## src/rtl/core/bdq_pkg.sv

```systemverilog
// ----------------------------------------------------------------------------
// bdq_pkg
// Shared types and constants for the byte deque core: command and status
// codes, the controller state type and the controller-to-datapath commands.
// ----------------------------------------------------------------------------
package bdq_pkg;

  // default queue depth in bytes
  localparam int unsigned DEPTH_DEFAULT = 64;

  // field widths fixed by the interface
  localparam int unsigned BYTE_W   = 8;
  localparam int unsigned STATUS_W = 2;
  localparam int unsigned FILL_W   = 7;

  // command codes
  localparam logic CMD_PUSH = 1'b0;
  localparam logic CMD_POP  = 1'b1;

  // status codes
  localparam logic [STATUS_W-1:0] STAT_DONE  = 2'd0;
  localparam logic [STATUS_W-1:0] STAT_FULL  = 2'd1;
  localparam logic [STATUS_W-1:0] STAT_EMPTY = 2'd2;

  typedef enum logic [1:0] {
    S_IDLE,
    S_EXEC,
    S_RESP
  } ctrl_state_t;

  typedef struct packed {
    logic capture;  // latch the incoming request
    logic exec;     // update pointers and access the ring
  } dp_cmd_t;

endpackage

```

## src/rtl/core/bdq_ctrl.sv

```systemverilog
// ----------------------------------------------------------------------------
// bdq_ctrl
// Sequencing for the byte deque: take a request, run it through the
// datapath, then hold the result until the receiver takes it.
// ----------------------------------------------------------------------------
module bdq_ctrl (
  input  logic            clk,
  input  logic            rst_n,
  input  logic            in_valid,
  output logic            in_stall,
  output logic            out_valid,
  input  logic            out_stall,
  output bdq_pkg::dp_cmd_t dp_cmd
);

  bdq_pkg::ctrl_state_t state_r, state_nxt;

  always_ff @(posedge clk) begin
    if (!rst_n) begin
      state_r <= bdq_pkg::S_IDLE;
    end else begin
      state_r <= state_nxt;
    end
  end

  always_comb begin
    state_nxt = state_r;
    unique case (state_r)
      bdq_pkg::S_IDLE: begin
        if (in_valid) state_nxt = bdq_pkg::S_EXEC;
      end
      bdq_pkg::S_EXEC: begin
        state_nxt = bdq_pkg::S_RESP;
      end
      bdq_pkg::S_RESP: begin
        if (!out_stall) state_nxt = bdq_pkg::S_IDLE;
      end
      default: state_nxt = bdq_pkg::S_IDLE;
    endcase
  end

  always_comb begin
    in_stall       = 1'b1;
    out_valid      = 1'b0;
    dp_cmd.capture = 1'b0;
    dp_cmd.exec    = 1'b0;
    unique case (state_r)
      bdq_pkg::S_IDLE: begin
        in_stall       = 1'b0;
        dp_cmd.capture = in_valid;
      end
      bdq_pkg::S_EXEC: begin
        dp_cmd.exec = 1'b1;
      end
      bdq_pkg::S_RESP: begin
        out_valid = 1'b1;
      end
      default: begin
        in_stall = 1'b1;
      end
    endcase
  end

endmodule

```

## src/rtl/core/bdq_dp.sv

```systemverilog
// ----------------------------------------------------------------------------
// bdq_dp
// Datapath of the byte deque: ring storage, head pointer, occupancy count
// and the registered result fields.
// ----------------------------------------------------------------------------
module bdq_dp #(
  parameter int unsigned DEPTH = bdq_pkg::DEPTH_DEFAULT
) (
  input  logic                           clk,
  input  logic                           rst_n,
  input  bdq_pkg::dp_cmd_t               dp_cmd,
  input  logic                           in_command,
  input  logic                           in_at_front,
  input  logic [bdq_pkg::BYTE_W-1:0]     in_push_byte,
  output logic [bdq_pkg::BYTE_W-1:0]     out_popped_byte,
  output logic [bdq_pkg::STATUS_W-1:0]   out_status,
  output logic [bdq_pkg::FILL_W-1:0]     out_fill_count,
  output logic                           out_is_empty,
  output logic                           out_is_full
);

  localparam int unsigned AW = (DEPTH > 1) ? $clog2(DEPTH) : 1;
  localparam int unsigned CW = $clog2(DEPTH + 1);
  localparam int unsigned SW = CW + 1;
  localparam logic [CW-1:0] DEPTH_C    = CW'(DEPTH);
  localparam logic [AW-1:0] LAST_IDX   = AW'(DEPTH - 1);
  localparam logic [SW-1:0] DEPTH_S    = SW'(DEPTH);

  logic [bdq_pkg::BYTE_W-1:0] mem [DEPTH];

  logic                        head_cmd_r;
  logic                        front_r;
  logic [bdq_pkg::BYTE_W-1:0]  byte_r;
  logic [AW-1:0]               head_r, head_nxt;
  logic [CW-1:0]               occ_r, occ_nxt;
  logic [bdq_pkg::STATUS_W-1:0] status_r, status_nxt;
  logic                        pop_ok_r, pop_ok_nxt;
  logic [bdq_pkg::BYTE_W-1:0]  rd_data_r;

  logic [CW-1:0] ofs;
  logic [SW-1:0] pos_sum;
  logic [AW-1:0] pos;
  logic [AW-1:0] head_dec;
  logic [AW-1:0] addr;
  logic          wr_en;
  logic          rd_en;
  logic          is_full;
  logic          is_empty;

  assign is_full  = (occ_r == DEPTH_C);
  assign is_empty = (occ_r == '0);

  // one shared ring-position adder for back-end access and head advance
  always_comb begin
    if (head_cmd_r == bdq_pkg::CMD_POP) begin
      ofs = front_r ? CW'(1) : (occ_r - CW'(1));
    end else begin
      ofs = occ_r;
    end
    pos_sum = SW'(head_r) + SW'(ofs);
    if (pos_sum >= DEPTH_S) pos_sum = pos_sum - DEPTH_S;
    pos = pos_sum[AW-1:0];
  end

  assign head_dec = (head_r == '0) ? LAST_IDX : (head_r - AW'(1));

  always_comb begin
    head_nxt   = head_r;
    occ_nxt    = occ_r;
    status_nxt = bdq_pkg::STAT_DONE;
    pop_ok_nxt = 1'b0;
    addr       = pos;
    wr_en      = 1'b0;
    rd_en      = 1'b0;
    if (head_cmd_r == bdq_pkg::CMD_PUSH) begin
      if (is_full) begin
        status_nxt = bdq_pkg::STAT_FULL;
      end else begin
        wr_en   = dp_cmd.exec;
        occ_nxt = occ_r + CW'(1);
        if (front_r) begin
          addr     = head_dec;
          head_nxt = head_dec;
        end
      end
    end else begin
      if (is_empty) begin
        status_nxt = bdq_pkg::STAT_EMPTY;
      end else begin
        rd_en      = dp_cmd.exec;
        pop_ok_nxt = 1'b1;
        occ_nxt    = occ_r - CW'(1);
        if (front_r) begin
          addr     = head_r;
          head_nxt = pos;
        end
      end
    end
  end

  always_ff @(posedge clk) begin
    if (!rst_n) begin
      head_r <= '0;
      occ_r  <= '0;
    end else if (dp_cmd.exec) begin
      head_r <= head_nxt;
      occ_r  <= occ_nxt;
    end
  end

  always_ff @(posedge clk) begin
    if (dp_cmd.capture) begin
      head_cmd_r <= in_command;
      front_r    <= in_at_front;
      byte_r     <= in_push_byte;
    end
    if (dp_cmd.exec) begin
      status_r <= status_nxt;
      pop_ok_r <= pop_ok_nxt;
    end
  end

  // ring storage, one port, registered read
  always_ff @(posedge clk) begin
    if (wr_en) mem[addr] <= byte_r;
    if (rd_en) rd_data_r <= mem[addr];
  end

  assign out_popped_byte = pop_ok_r ? rd_data_r : '0;
  assign out_status      = status_r;
  assign out_fill_count  = bdq_pkg::FILL_W'(occ_r);
  assign out_is_empty    = is_empty;
  assign out_is_full     = is_full;

endmodule

```

## src/rtl/core/byte_deque_core.sv

```systemverilog
// ----------------------------------------------------------------------------
// byte_deque_core
// Bounded double-ended byte queue with push and pop at either end.
// ----------------------------------------------------------------------------
// Input channel (in_valid / in_stall): one request per transfer. in_command
// selects push or pop, in_at_front picks the end, in_push_byte is stored on
// a push. Result channel (out_valid / out_stall): one result per request
// with the popped byte, a status code, the fill count and empty/full flags.
// A push into a full queue is dropped with full status; a pop from an empty
// queue returns zero with empty status. Neither changes the queue.
// Sequencing: the controller captures a request in idle, drives the ring
// access in exec and then holds the result until the receiver takes it.
// No new request is taken before the previous result has left, so requests
// never overlap; the single-port ring memory read is registered in the exec
// step, between capture and result hold.
// A stalled result holds steady and no new request is taken until it goes.
// Reset (rst_n low, synchronous) empties the queue and returns the
// controller to idle; ring contents are not cleared and need no sweep.
// ----------------------------------------------------------------------------
module byte_deque_core #(
  parameter int unsigned DEPTH = bdq_pkg::DEPTH_DEFAULT
) (
  input  logic                         clk,
  input  logic                         rst_n,
  input  logic                         in_valid,
  output logic                         in_stall,
  input  logic                         in_command,
  input  logic                         in_at_front,
  input  logic [bdq_pkg::BYTE_W-1:0]   in_push_byte,
  output logic                         out_valid,
  input  logic                         out_stall,
  output logic [bdq_pkg::BYTE_W-1:0]   out_popped_byte,
  output logic [bdq_pkg::STATUS_W-1:0] out_status,
  output logic [bdq_pkg::FILL_W-1:0]   out_fill_count,
  output logic                         out_is_empty,
  output logic                         out_is_full
);

  bdq_pkg::dp_cmd_t dp_cmd;

  bdq_ctrl u_ctrl (
    .clk       (clk),
    .rst_n     (rst_n),
    .in_valid  (in_valid),
    .in_stall  (in_stall),
    .out_valid (out_valid),
    .out_stall (out_stall),
    .dp_cmd    (dp_cmd)
  );

  bdq_dp #(
    .DEPTH (DEPTH)
  ) u_dp (
    .clk             (clk),
    .rst_n           (rst_n),
    .dp_cmd          (dp_cmd),
    .in_command      (in_command),
    .in_at_front     (in_at_front),
    .in_push_byte    (in_push_byte),
    .out_popped_byte (out_popped_byte),
    .out_status      (out_status),
    .out_fill_count  (out_fill_count),
    .out_is_empty    (out_is_empty),
    .out_is_full     (out_is_full)
  );

  // no new request while a result is pending
  a_no_accept_while_pending: assert property (@(posedge clk) disable iff (!rst_n)
    (in_valid && !in_stall) |-> !out_valid)
    else $error("request taken while a result is pending");

  // an empty pop reports an empty queue and a zero byte
  a_empty_pop: assert property (@(posedge clk) disable iff (!rst_n)
    (out_valid && out_status == bdq_pkg::STAT_EMPTY) |->
      (out_is_empty && out_popped_byte == '0))
    else $error("empty pop result inconsistent");

  // a dropped push only happens on a full queue
  a_full_push: assert property (@(posedge clk) disable iff (!rst_n)
    (out_valid && out_status == bdq_pkg::STAT_FULL) |-> out_is_full)
    else $error("push dropped on a queue that is not full");

  // the queue is never both empty and full
  a_flags_exclusive: assert property (@(posedge clk) disable iff (!rst_n)
    out_valid |-> !(out_is_empty && out_is_full))
    else $error("empty and full both set");

endmodule
```

## config.mk

```make
export PLATFORM = sky130hd
export DESIGN_NAME = byte_deque_core
export DESIGN_NICKNAME = d
export VERILOG_FILES = /design/src/rtl/core/bdq_pkg.sv /design/src/rtl/core/bdq_ctrl.sv /design/src/rtl/core/bdq_dp.sv /design/src/rtl/core/byte_deque_core.sv
export SDC_FILE = /design/constraint.sdc
export NUM_CORES = 1
export LEC_CHECK = 0
export ABC_AREA = 1
export BUFFER_PORTS_ARGS = -buffer_cell sky130_fd_sc_hd__buf_2
export CELL_PAD_IN_SITES_DETAIL_PLACEMENT = 0
export CELL_PAD_IN_SITES_GLOBAL_PLACEMENT = 1
export CORE_MARGIN = 2
export CORE_UTILIZATION = 45
export DETAILED_ROUTE_END_ITERATION = 10
export PLACE_DENSITY_LB_ADDON = 0.1
export SYNTH_ARGS = -nofsm -noshare
export SYNTH_HDL_FRONTEND = slang
export SYNTH_SLANG_ARGS = --single-unit
```

## constraint.sdc

```tcl
create_clock -name clk -period 4.1 [get_ports clk]
set_input_delay 1.025 -clock clk [delete_from_list [all_inputs] [get_ports clk]]
set_output_delay 1.025 -clock clk [all_outputs]
set_load 0.05 [all_outputs]
```

Word-level counts from Yosys, hierarchy flattened. Memories as Yosys holds them, arrays and structs flattened. A register that Yosys moved wholly into a read port is not among the register bits. Index checks and enable logic that the tools add are counted.

Register bits after elaboration: 28. Memory bits (writable): 512. Input port bits: 14. Word-level logic and storage cells: 63. Memories kept: 1.

Add/sub/neg operators: 5. Order comparisons: 1. Eq/ne operators: 7. Multiplexer cells: 35. Reductions and logical operators: 6.

Memories: u_dp.mem (depth 64, bits a word 8, rd ports 1, clocked after memory_dff 1, write ports 1, line bdq_dp.sv:29) `logic [bdq_pkg::BYTE_W-1:0] mem [DEPTH];`.

Operators with widths (number): two-way mux 6 bit (12); two-way mux 7 bit (5); two-way mux 1 bit (12); subtractor 6 x 1 -> 6 bit (second input constant) (2); adder 6 x 7 -> 8 bit (1); >= comparator 8 x 7 -> 1 bit (second input constant) (1); two-way mux 2 bit (4); two-way mux 8 bit (1); adder 7 x 1 -> 7 bit (second input constant) (1); equality test 7 bit (second input constant) (1); logical NOT 7 bit (1); subtractor 7 x 1 -> 7 bit (second input constant) (1); logical NOT 6 bit (1); != test 2 bit (second input constant) (3); one-hot mux 2 bit (3 select lines) (1); AND reduction 4 bit (1); AND reduction 3 bit (1); equality test 2 x 1 -> 1 bit (second input constant) (1); equality test 2 bit (second input constant) (1); logical NOT 2 bit (1); != test 2 x 1 -> 1 bit (second input constant) (1); AND reduction 2 bit (1).

Logic depth before layout (Yosys ltp). Gate-level depths: netlist of the first run.

Word-level depth: 9. Mapped depth: 25.

By module. From an unflattened synthesis of the first run, not the netlist that was laid out.

Cell total of the unflattened synthesis: 2394. Area, all modules: 25165.4 sq um.

By module, submodules not included: bdq_dp (times used 1, cells each 2379, area each 25050.3 sq um, seq. area each 16265.6 sq um); bdq_ctrl (times used 1, cells each 15, area each 115.1 sq um, seq. area each 40.0 sq um).

Worst setup path before layout of the first run. Ideal clock, no wire load.

Path type: reg2reg. Start: register u_dp.occ_r[0], in the netlist u_dp.out_fill_count[0]. End: memory u_dp.mem[0][0] in the netlist's numbering, enable pin. Library setup time: 0.370 ns. Data arrival time: 3.536 ns. Setup slack: 0.193 ns. Cell stages (with the launch flop): 18. Buffers on the path: 0. Cell sequence: dfxtp_1 > inv_1 > ha_1 > o31ai_1 > ha_1 > nand3_1 > nand3_1 > nand2_1 > a21boi_0 > o21ai_0 > nand2_1 > nand2_1 > nand3_1 > nand2_1 > inv_1 > nor2_4 > nand2_1 > nor2_1.

Longest elaborated chain between the ends: 9. Elaborated cells on any way between the ends: 18.

RTL lines: from (decl) (line bdq_dp.sv:35) `logic [CW-1:0] occ_r, occ_nxt;`; from (signal assigned) (line bdq_dp.sv:107) `occ_r <= occ_nxt;`; subtractor 7 x 1 -> 7 bit (line bdq_dp.sv:56) `ofs = front_r ? CW'(1) : (occ_r - CW'(1));`; two-way mux 7 bit (line bdq_dp.sv:56); two-way mux 7 bit (line bdq_dp.sv:55) `if (head_cmd_r == bdq_pkg::CMD_POP) begin`; adder 6 x 7 -> 8 bit (line bdq_dp.sv:60) `pos_sum = SW'(head_r) + SW'(ofs);`; >= comparator 8 x 7 -> 1 bit or subtractor 6 x 1 -> 6 bit (tied branches) (line bdq_dp.sv:61) `if (pos_sum >= DEPTH_S) pos_sum = pos_sum - DEPTH_S;`; two-way mux 6 bit (line bdq_dp.sv:61); two-way mux 6 bit (on tied branches) (line bdq_dp.sv:81, bdq_dp.sv:93); two-way mux 6 bit (on tied branches) (line bdq_dp.sv:76, bdq_dp.sv:87); two-way mux 6 bit (line bdq_dp.sv:75) `if (head_cmd_r == bdq_pkg::CMD_PUSH) begin`; to (decl) (line bdq_dp.sv:29).

Several ways; a longest one is shown, not always the timed one.

Final worst setup path of the first run.
Start: register u_dp.occ_r[0], in the netlist u_dp.out_fill_count[0]. End: memory u_dp.mem[17][2] in the netlist's numbering, enable pin.

The elaborated chain is that of the path after synthesis.

==> results of run 1 <==
## per-stage QoR
step / setup TNS, ns / hold WS, ns / utilization, % / instance area (um^2) / std cells
after global placement: 0 / 0.498 / 48.1 / 26500 / 3364
after CTS: 0 / 0.526 / 51.5 / 28400 / 3471
final: 0 / 0.524 / 51.6 / 28400 / 3472
after floorplan: 0 / 0.544 / - / 25000 / 2567
after detailed placement: 0 / 0.513 / 48.1 / 26500 / 3364
after global routing: -4.44 / 0.557 / 51.6 / 28400 / 3471
## cell type report
type / instances / area share [%]
well taps: 748 / 3.29
multi-input cells: 1345 / 21.0
diodes: 1 / 0.00881
clock inverters: 37 / 1.11
inverters: 572 / 7.56
flip-flops and latches: 548 / 57.4
repair buffers: 151 / 4.20
clock buffers: 70 / 5.42
## worst paths after layout
check / depth (start not counted) / start / to
worst max register to register: 16 / u_dp.out_fill_count[0]$_SDFFE_PN0P_ / u_dp.mem[17][2]$_DFFE_PP_
worst min register to register: 1 / u_dp.out_fill_count[0]$_SDFFE_PN0P_ / u_dp.out_fill_count[0]$_SDFFE_PN0P_
worst max-delay path: 16 / u_dp.out_fill_count[0]$_SDFFE_PN0P_ / u_dp.mem[17][2]$_DFFE_PP_
worst min-delay path: 1 / u_dp.out_fill_count[0]$_SDFFE_PN0P_ / u_dp.out_fill_count[0]$_SDFFE_PN0P_
## what timing repair did
action | 4_1_cts | 5_1_grt
resized for setup | 0 | 7
setup endpoints to repair | 0 | 427
hold endpoints to repair | 0 | 0
## routing by layer
metal  GRT usage [%]  wire length (um)  up-vias
met5               0                 0        -
met4            6.47              1370        0
met3            3.02              3300       85
met2            38.7             30900      407
met1            32.7             30100     7967
li1                -                 -     8320
## layout by cell type, fill, tap and decap left out, types with 2 or more instances in the layout
cell	synthesis	layout
a21oi_1	15	15
dfxtp_1	15	15
nand3_2	2	2
ha_1	10	10
nand3_1	280	280
o21ai_0	23	23
o21ai_1	58	58
inv_1	560	560
a31oi_1	6	6
nand2_2	13	15
o22ai_1	4	4
inv_2	12	12
clkbuf_16	0	60
nor2_4	8	8
nand2_1	803	799
xnor2_1	3	3
nor2_1	84	84
clkinvlp_4	0	3
clkinv_1	0	14
edfxtp_1	533	533
nand4_1	10	10
bufinv_16	0	5
nand2_8	0	2
xor2_1	2	2
buf_4	39	104
clkinv_2	0	13
buf_2	43	34
buf_12	0	11
buf_6	10	2
nand2_4	2	2
nor3_1	4	4
nor2_2	4	4
clkbuf_1	7	10
## sequential cells by signal (all words and copies together) (netlist names)
name	cells
u_dp.front_r	1
u_dp.head_cmd_r	1
u_dp.rd_data_r	8
u_dp.head_r	6
u_dp.out_status	2
u_ctrl.state_r	2
u_dp.out_fill_count	7
u_dp.pop_ok_r	1
u_dp.byte_r	8
u_dp.mem	512
## cells by family after synthesis
| kind of cell | after synthesis | share of synthesized area, % |
|---|---|---|
| compound gates | 115 | 2.58 |
| xor+xnor | 5 | 0.175 |
| fa+ha+maj | 11 | 0.580 |
| buf+inv | 674 | 11.2 |
| flops | 548 | 65.2 |
| simple gates | 1214 | 20.3 |
## power by group
| part | switching, uW | total (uW) | leakage (uW) | internal, uW |
|---|---|---|---|---|
| sequential | 33.9 | 6250 | 0.00492 | 6220 |
| clock | 2170 | 5140 | 0.000907 | 2970 |
| combinational | 1900 | 2570 | 0.00677 | 676 |
==> results.tsv, run 1 <==
stage	metric	value	unit
grt	grt_pass1_vias	16300	
clocking	hold_buffers	0	
yosys	avgSynthCellArea	9.75	um^2
yosys	yosys_warnings	0	
yosys	synth-async-reset-ratio	0	%
clocking	clockBufferDepth	3	
clocking	cts.sinks	548	
setup_path	r2r_slack	0.16	ns
timing	hold_viol_final	0	
timing	fin_ws	0.158	ns
setup_path	start_kind	flop	
timing	maxSlewHeadroom	29.1	%
grt	grt_first_pass_wirelength	99400	um
yosys	synth_top_area_share	64.0	%
timing	finalClockSkew	0.0162	ns
floorplanning	die_x	240	um
outcome	status	finished clean	
yosys	synth_cell_type_count	41	
clocking	cts_tree	built	
drt	initialDrtViolationCount	1218	
placed_design	hpwl	40600	um
timing	layout_min_cycle_time	3.94	ns
drt	wl_per_cell	18.9	um
yosys	synth_area	0.0250	mm^2
yosys	synth-seq-cells	548	
setup_path	path_class	flop to flop	
floorplanning	ioPinCount	35	
drt	drt-vias-per-instance	4.83	
setup_path	cp.required	4.42	ns
floorplanning	core.rowCount	86	
timing	slew_viol_final	0	
placed_design	place.gp.congestion	0.820	
setup_path	slowest_stage	nand2_1	
yosys	synth_cells	2567	
drt	dr.pass1.iters	5	
yosys	synthFlopType	edfxtp_1	
yosys	seq_area_frac_synth	65.2	%
setup_path	max_stage_delay	0.53	ns
cells_and_area	layout.nets	2702	
timing	max_slew.worst_pin.slew	1.06	ns
yosys	synth_area_leaders	edfxtp_1, nand2_1, inv_1	
drt	ant_nets	0	
cells_and_area	syn_to_final_growth	13.5	%
cells_and_area	nFillCells	5127	
placed_design	port_buffers	34	
setup_path	path_delay_family	simple AND/OR/NAND/NOR gates	
setup_path	path_cells	inv_1 -> ha_1 -> o31ai_2 -> fa_1 -> inv_1 -> nand2_1 -> o21ai_0 -> nand2_1 -> nand2_1 -> nand2_1 -> nand2_2 -> inv_2 -> nor2_4 -> nand2_1 -> nor2_1 -> buf_4	
floorplanning	dieArea	0.0575	mm^2
floorplanning	initial_core_util	45.4	%
timing	rsz0062_at_grt	yes	
run	maxCapViolations	0	
setup_path	crit_fanout	8	
power_and_ir_drop	power_density	492	mW/mm^2
setup_path	crit_path_frequent_cell	nand2_1	
drt	drc	0	
power_and_ir_drop	vdd_drop_max	0.325	mV
grt	grtUsageTotal	23.4	%
clocking	cts-root-buf	clkbuf_16	
yosys	synth_common_cells	nand2_1, inv_1, edfxtp_1, nand3_1, nor2_1	
timing	max_freq	0.254	GHz
setup_path	cp_num_buf_inv	4	
clocking	post-cts-setup-buffers	0	
floorplanning	die_h	240	um
hold_path	min_path_type	flop to flop	
setup_path	cp-end-kind	flop	
cells_and_area	drive_gt1_share	10.5	%
floorplanning	core_area	0.0551	mm^2
cells_and_area	multi_input_area	0.00597	mm^2
power_and_ir_drop	p_leak	0.0126	uW
clocking	clock_latency	0.62	ns
placed_design	place_ws	0.100	ns
power_and_ir_drop	total_power	14000	uW
drt	vias	16800	
grt	gr-total-overflow	0	
timing	setup-violations-final	0	
yosys	yosysTopAreaCell	edfxtp_1	
yosys	synth.most_common_cell	nand2_1	
drt	wl	65700	um
clocking	cts.clk_slew.worst_paths	0.06	ns
grt	antenna_found_initial	0	
setup_path	arrival	4.26	ns
grt	grt_max_degree	83	
yosys	synth.net_count	2592	
timing	min_period_over_period	96.1	%
clocking	cts_buffers	59	
clocking	htreeDepth	2	
cells_and_area	regArea	0.0163	mm^2
yosys	synth-edff-count	533	
No activity file was read; power rests on OpenSTA's default activity.
==> run 2, diff against run 1 <==
--- a/config.mk
+++ b/config.mk
@@ -10,7 +10,7 @@
 export CELL_PAD_IN_SITES_DETAIL_PLACEMENT = 0
 export CELL_PAD_IN_SITES_GLOBAL_PLACEMENT = 1
 export CORE_MARGIN = 2
-export CORE_UTILIZATION = 45
+export CORE_UTILIZATION = 50
 export DETAILED_ROUTE_END_ITERATION = 10
 export PLACE_DENSITY_LB_ADDON = 0.1
 export SYNTH_ARGS = -nofsm -noshare
==> constraint.sdc (replaced) <==
create_clock -name clk -period 4.1 [get_ports clk]
set_input_delay 1.025 -clock clk [delete_from_list [all_inputs] [get_ports clk]]
set_output_delay 1.025 -clock clk [all_outputs]
set_load 0.02 [all_outputs]
==> run 2 against run 1 <==
  * Register-to-register slack gained 0.12 ns
  * Flip-flop and latch count is the same
  * Design area grew 0.81%
  * Die area shrank 9.8%
  * Fmax grew 3.2%
  * Non-clock buffer count grew 18
  * Routed wire length shrank 4.6%
  * Critical path type unchanged
==> results.tsv, run 2 (synthesized netlist as in run 1, its figures left out) <==
stage	metric	value	unit
setup_path	endpoint	u_dp.mem[63][6]$_DFFE_PP_	
timing	finalClockSkew	0.0157	ns
cells_and_area	syn_to_final_growth	14.4	%
grt	grtUsageTotal	24.4	%
cells_and_area	drive_gt1_share	11.6	%
power_and_ir_drop	power_density	503	mW/mm^2
power_and_ir_drop	p_leak	0.0128	uW
floorplanning	initial_core_util	50.9	%
setup_path	timing.critical_path.from	u_dp.out_fill_count[0]$_SDFFE_PN0P_	
timing	rsz0062_at_grt	no	
floorplanning	dieArea	0.0519	mm^2
outcome	status	finished clean	
grt	grt_use_met3	3.10	%
timing	slew_viol_final	0	
clocking	clockBufferDepth	3	
cells_and_area	regMostFlops	u_dp.mem	
power_and_ir_drop	vdd_drop_max	0.387	mV
drt	vias	16900	
timing	max_freq	0.262	GHz
clocking	cts_tree	built	
grt	grt_max_degree	74	
clocking	cts-root-buf	clkbuf_16	
timing	hold_viol_final	0	
timing	layout_min_cycle_time	3.82	ns
setup_path	cp.required	4.43	ns
power_and_ir_drop	seqPwrFrac	43.4	%
setup_path	crit_fanout	8	
power_and_ir_drop	power.internal	10400	uW
cells_and_area	top_regs	u_dp.mem (512), u_dp.byte_r (8), u_dp.rd_data_r (8)	
grt	gr-total-overflow	0	
floorplanning	core_area	0.0492	mm^2
placed_design	port_buffers	34	
setup_path	r2r_start	u_dp.out_fill_count[0]$_SDFFE_PN0P_	
floorplanning	die_h	228	um
setup_path	path_class	flop to flop	
cells_and_area	layout_commonest_cell	nand2_1	
drt	dr.pass1.iters	5	
cells_and_area	num_antenna_cells	0	
grt	grt_use_met1	33.8	%
grt	grt_pass1_vias	16500	
timing	min_period_over_period	93.1	%
clocking	cts.clk_slew.worst_paths	0.06	ns
timing	timing.hold.ws	0.541	ns
cells_and_area	layout.nets	2718	
grt	top_usage_layer	met2	
power_and_ir_drop	switching_power	4030	uW
grt	antenna_found_initial	0	
drt	drt-vias-per-instance	4.97	
drt	ant_nets	0	
cells_and_area	final_cell_area	0.0286	mm^2
clocking	clock_latency	0.62	ns
floorplanning	core.rowCount	81	
setup_path	arrival	4.15	ns
setup_path	start_kind	flop	
timing	max_slew.worst_pin.slew	1.03	ns
placed_design	placed_area	0.0265	mm^2
setup_path	worstRegToRegCells	17	
timing	final.setup.tns	0	ns
setup_path	r2r-end	u_dp.mem[63][6]$_DFFE_PP_	
setup_path	r2r_slack	0.28	ns
hold_path	min_path_type	flop to flop	
drt	wl_per_cell	18.4	um
placed_design	place.gp.congestion	0.849	
power_and_ir_drop	swShare	28.0	%
floorplanning	ioPinCount	35	
drt	wl	62600	um
timing	maxSlewHeadroom	30.8	%
drt	initialDrtViolationCount	1484	
cells_and_area	final_cell_mix	nand2_1, inv_1, edfxtp_1	
floorplanning	die_x	228	um
clocking	htreeDepth	2	
timing	setup-violations-final	0	
run	maxCapViolations	0	
cells_and_area	largest_reg_flops	512	
power_and_ir_drop	power_frac_comb	17.6	%
power_and_ir_drop	pwr-share-clk	39.0	%
setup_path	cp-end-kind	flop	
grt	grt_use_met2	40.1	%
clocking	cts.sinks	548	
clocking	cts_buffers	57	
grt	grt_first_pass_wirelength	96100	um
drt	drc	0	
placed_design	hpwl	39100	um
==> run 2: changes by cell type in the layout (fill, tap and decap cells not counted), sizes merged <==
| cell | before | now |
|---|---|---|
| inv | 573 | 572 |
| diode | 1 | 0 |
| clkinvlp | 3 | 1 |
| clkbuf | 70 | 65 |
| bufinv | 5 | 13 |
| buf | 151 | 169 |
==> run 2: how the worst min path moves through the flow <==
stage / startpoint / end / slack, ns / cells past startpoint
2_1_floorplan: u_dp.head_r[0]$_SDFFE_PN0P_ / u_dp.head_r[0]$_SDFFE_PN0P_ / 0.54 / 2
3_3_place_gp: u_dp.out_fill_count[0]$_SDFFE_PN0P_ / u_dp.out_fill_count[0]$_SDFFE_PN0P_ / 0.50 / 1
3_5_place_dp: u_ctrl.state_r[0]$_SDFFE_PN0P_ / u_ctrl.state_r[1]$_SDFFE_PN0P_ / 0.54 / 3
4_1_cts: u_ctrl.state_r[0]$_SDFFE_PN0P_ / u_ctrl.state_r[1]$_SDFFE_PN0P_ / 0.55 / 3
5_1_grt: in_push_byte[4] / u_dp.byte_r[4]$_DFFE_PP_ / 0.57 / 1
6_report: u_dp.out_fill_count[6]$_SDFFE_PN0P_ / u_dp.out_fill_count[6]$_SDFFE_PN0P_ / 0.54 / 2
==> run 2: stage by stage <==
step | total power (uW) | worst slack (ns) | util [%] | std cells
2_1_floorplan | 8030 | 0.380 | - | 2567
3_3_place_gp | 8880 | 0.00162 | 54.0 | 3295
3_5_place_dp | 8890 | -0.0592 | 54.0 | 3295
4_1_cts | 14500 | 0.0294 | 58.2 | 3402
5_1_grt | 15000 | 0.0367 | 58.3 | 3405
6_report | 14400 | 0.281 | 58.3 | 3405
==> run 2: power groups by stage <==
| stage | logic (uW) | clock network [uW] | registers (uW) |
|---|---|---|---|
| 2_1_floorplan | 1620 | 0 | 6400 |
| 3_3_place_gp | 2510 | 0 | 6370 |
| 3_5_place_dp | 2520 | 0 | 6370 |
| 4_1_cts | 2530 | 5710 | 6250 |
| 5_1_grt | 2800 | 5930 | 6250 |
| 6_report | 2530 | 5610 | 6250 |
==> run 2: cell type report <==
cell class	instances	area, um^2
Clock inverter	42	559
Multi-Input combinational cell	1345	5970
Tap cell	664	831
Fill cell	4267	20500
Inverter	572	2150
Sequential cell	548	16300
Timing Repair Buffer	169	1320
Clock buffer	65	1500
==> run 2: critical path, cell delays in order, from the launching register on <==
cell	delay [ns]
dfxtp_1	0.42
inv_1	0.12
ha_1	0.26
o21ai_0	0.20
a21o_1	0.14
o22ai_1	0.07
ha_1	0.32
nand2_1	0.10
nand2_1	0.06
a21oi_1	0.16
xnor2_1	0.22
nand2_1	0.11
a32oi_2	0.34
inv_2	0.14
nor2_4	0.19
nand2_2	0.17
nor2_1	0.29
buf_4	0.22
==> run 2: routing by layer <==
layer  part of all wire [%]  routed length, um
met4                    2.9               1810
met2                     47              29400
met5                      0                  0
met3                    5.4               3370
met1                     45              28100
==> run 2: timing repair <==
item,in CTS,in global routing
endpoints found under the hold margin,0,0
hold buffers,0,0
endpoints found under the setup margin,64,440
buffers inserted,0,3
cloned,0,0
pin swaps,0,1
gates resized for setup,1,8
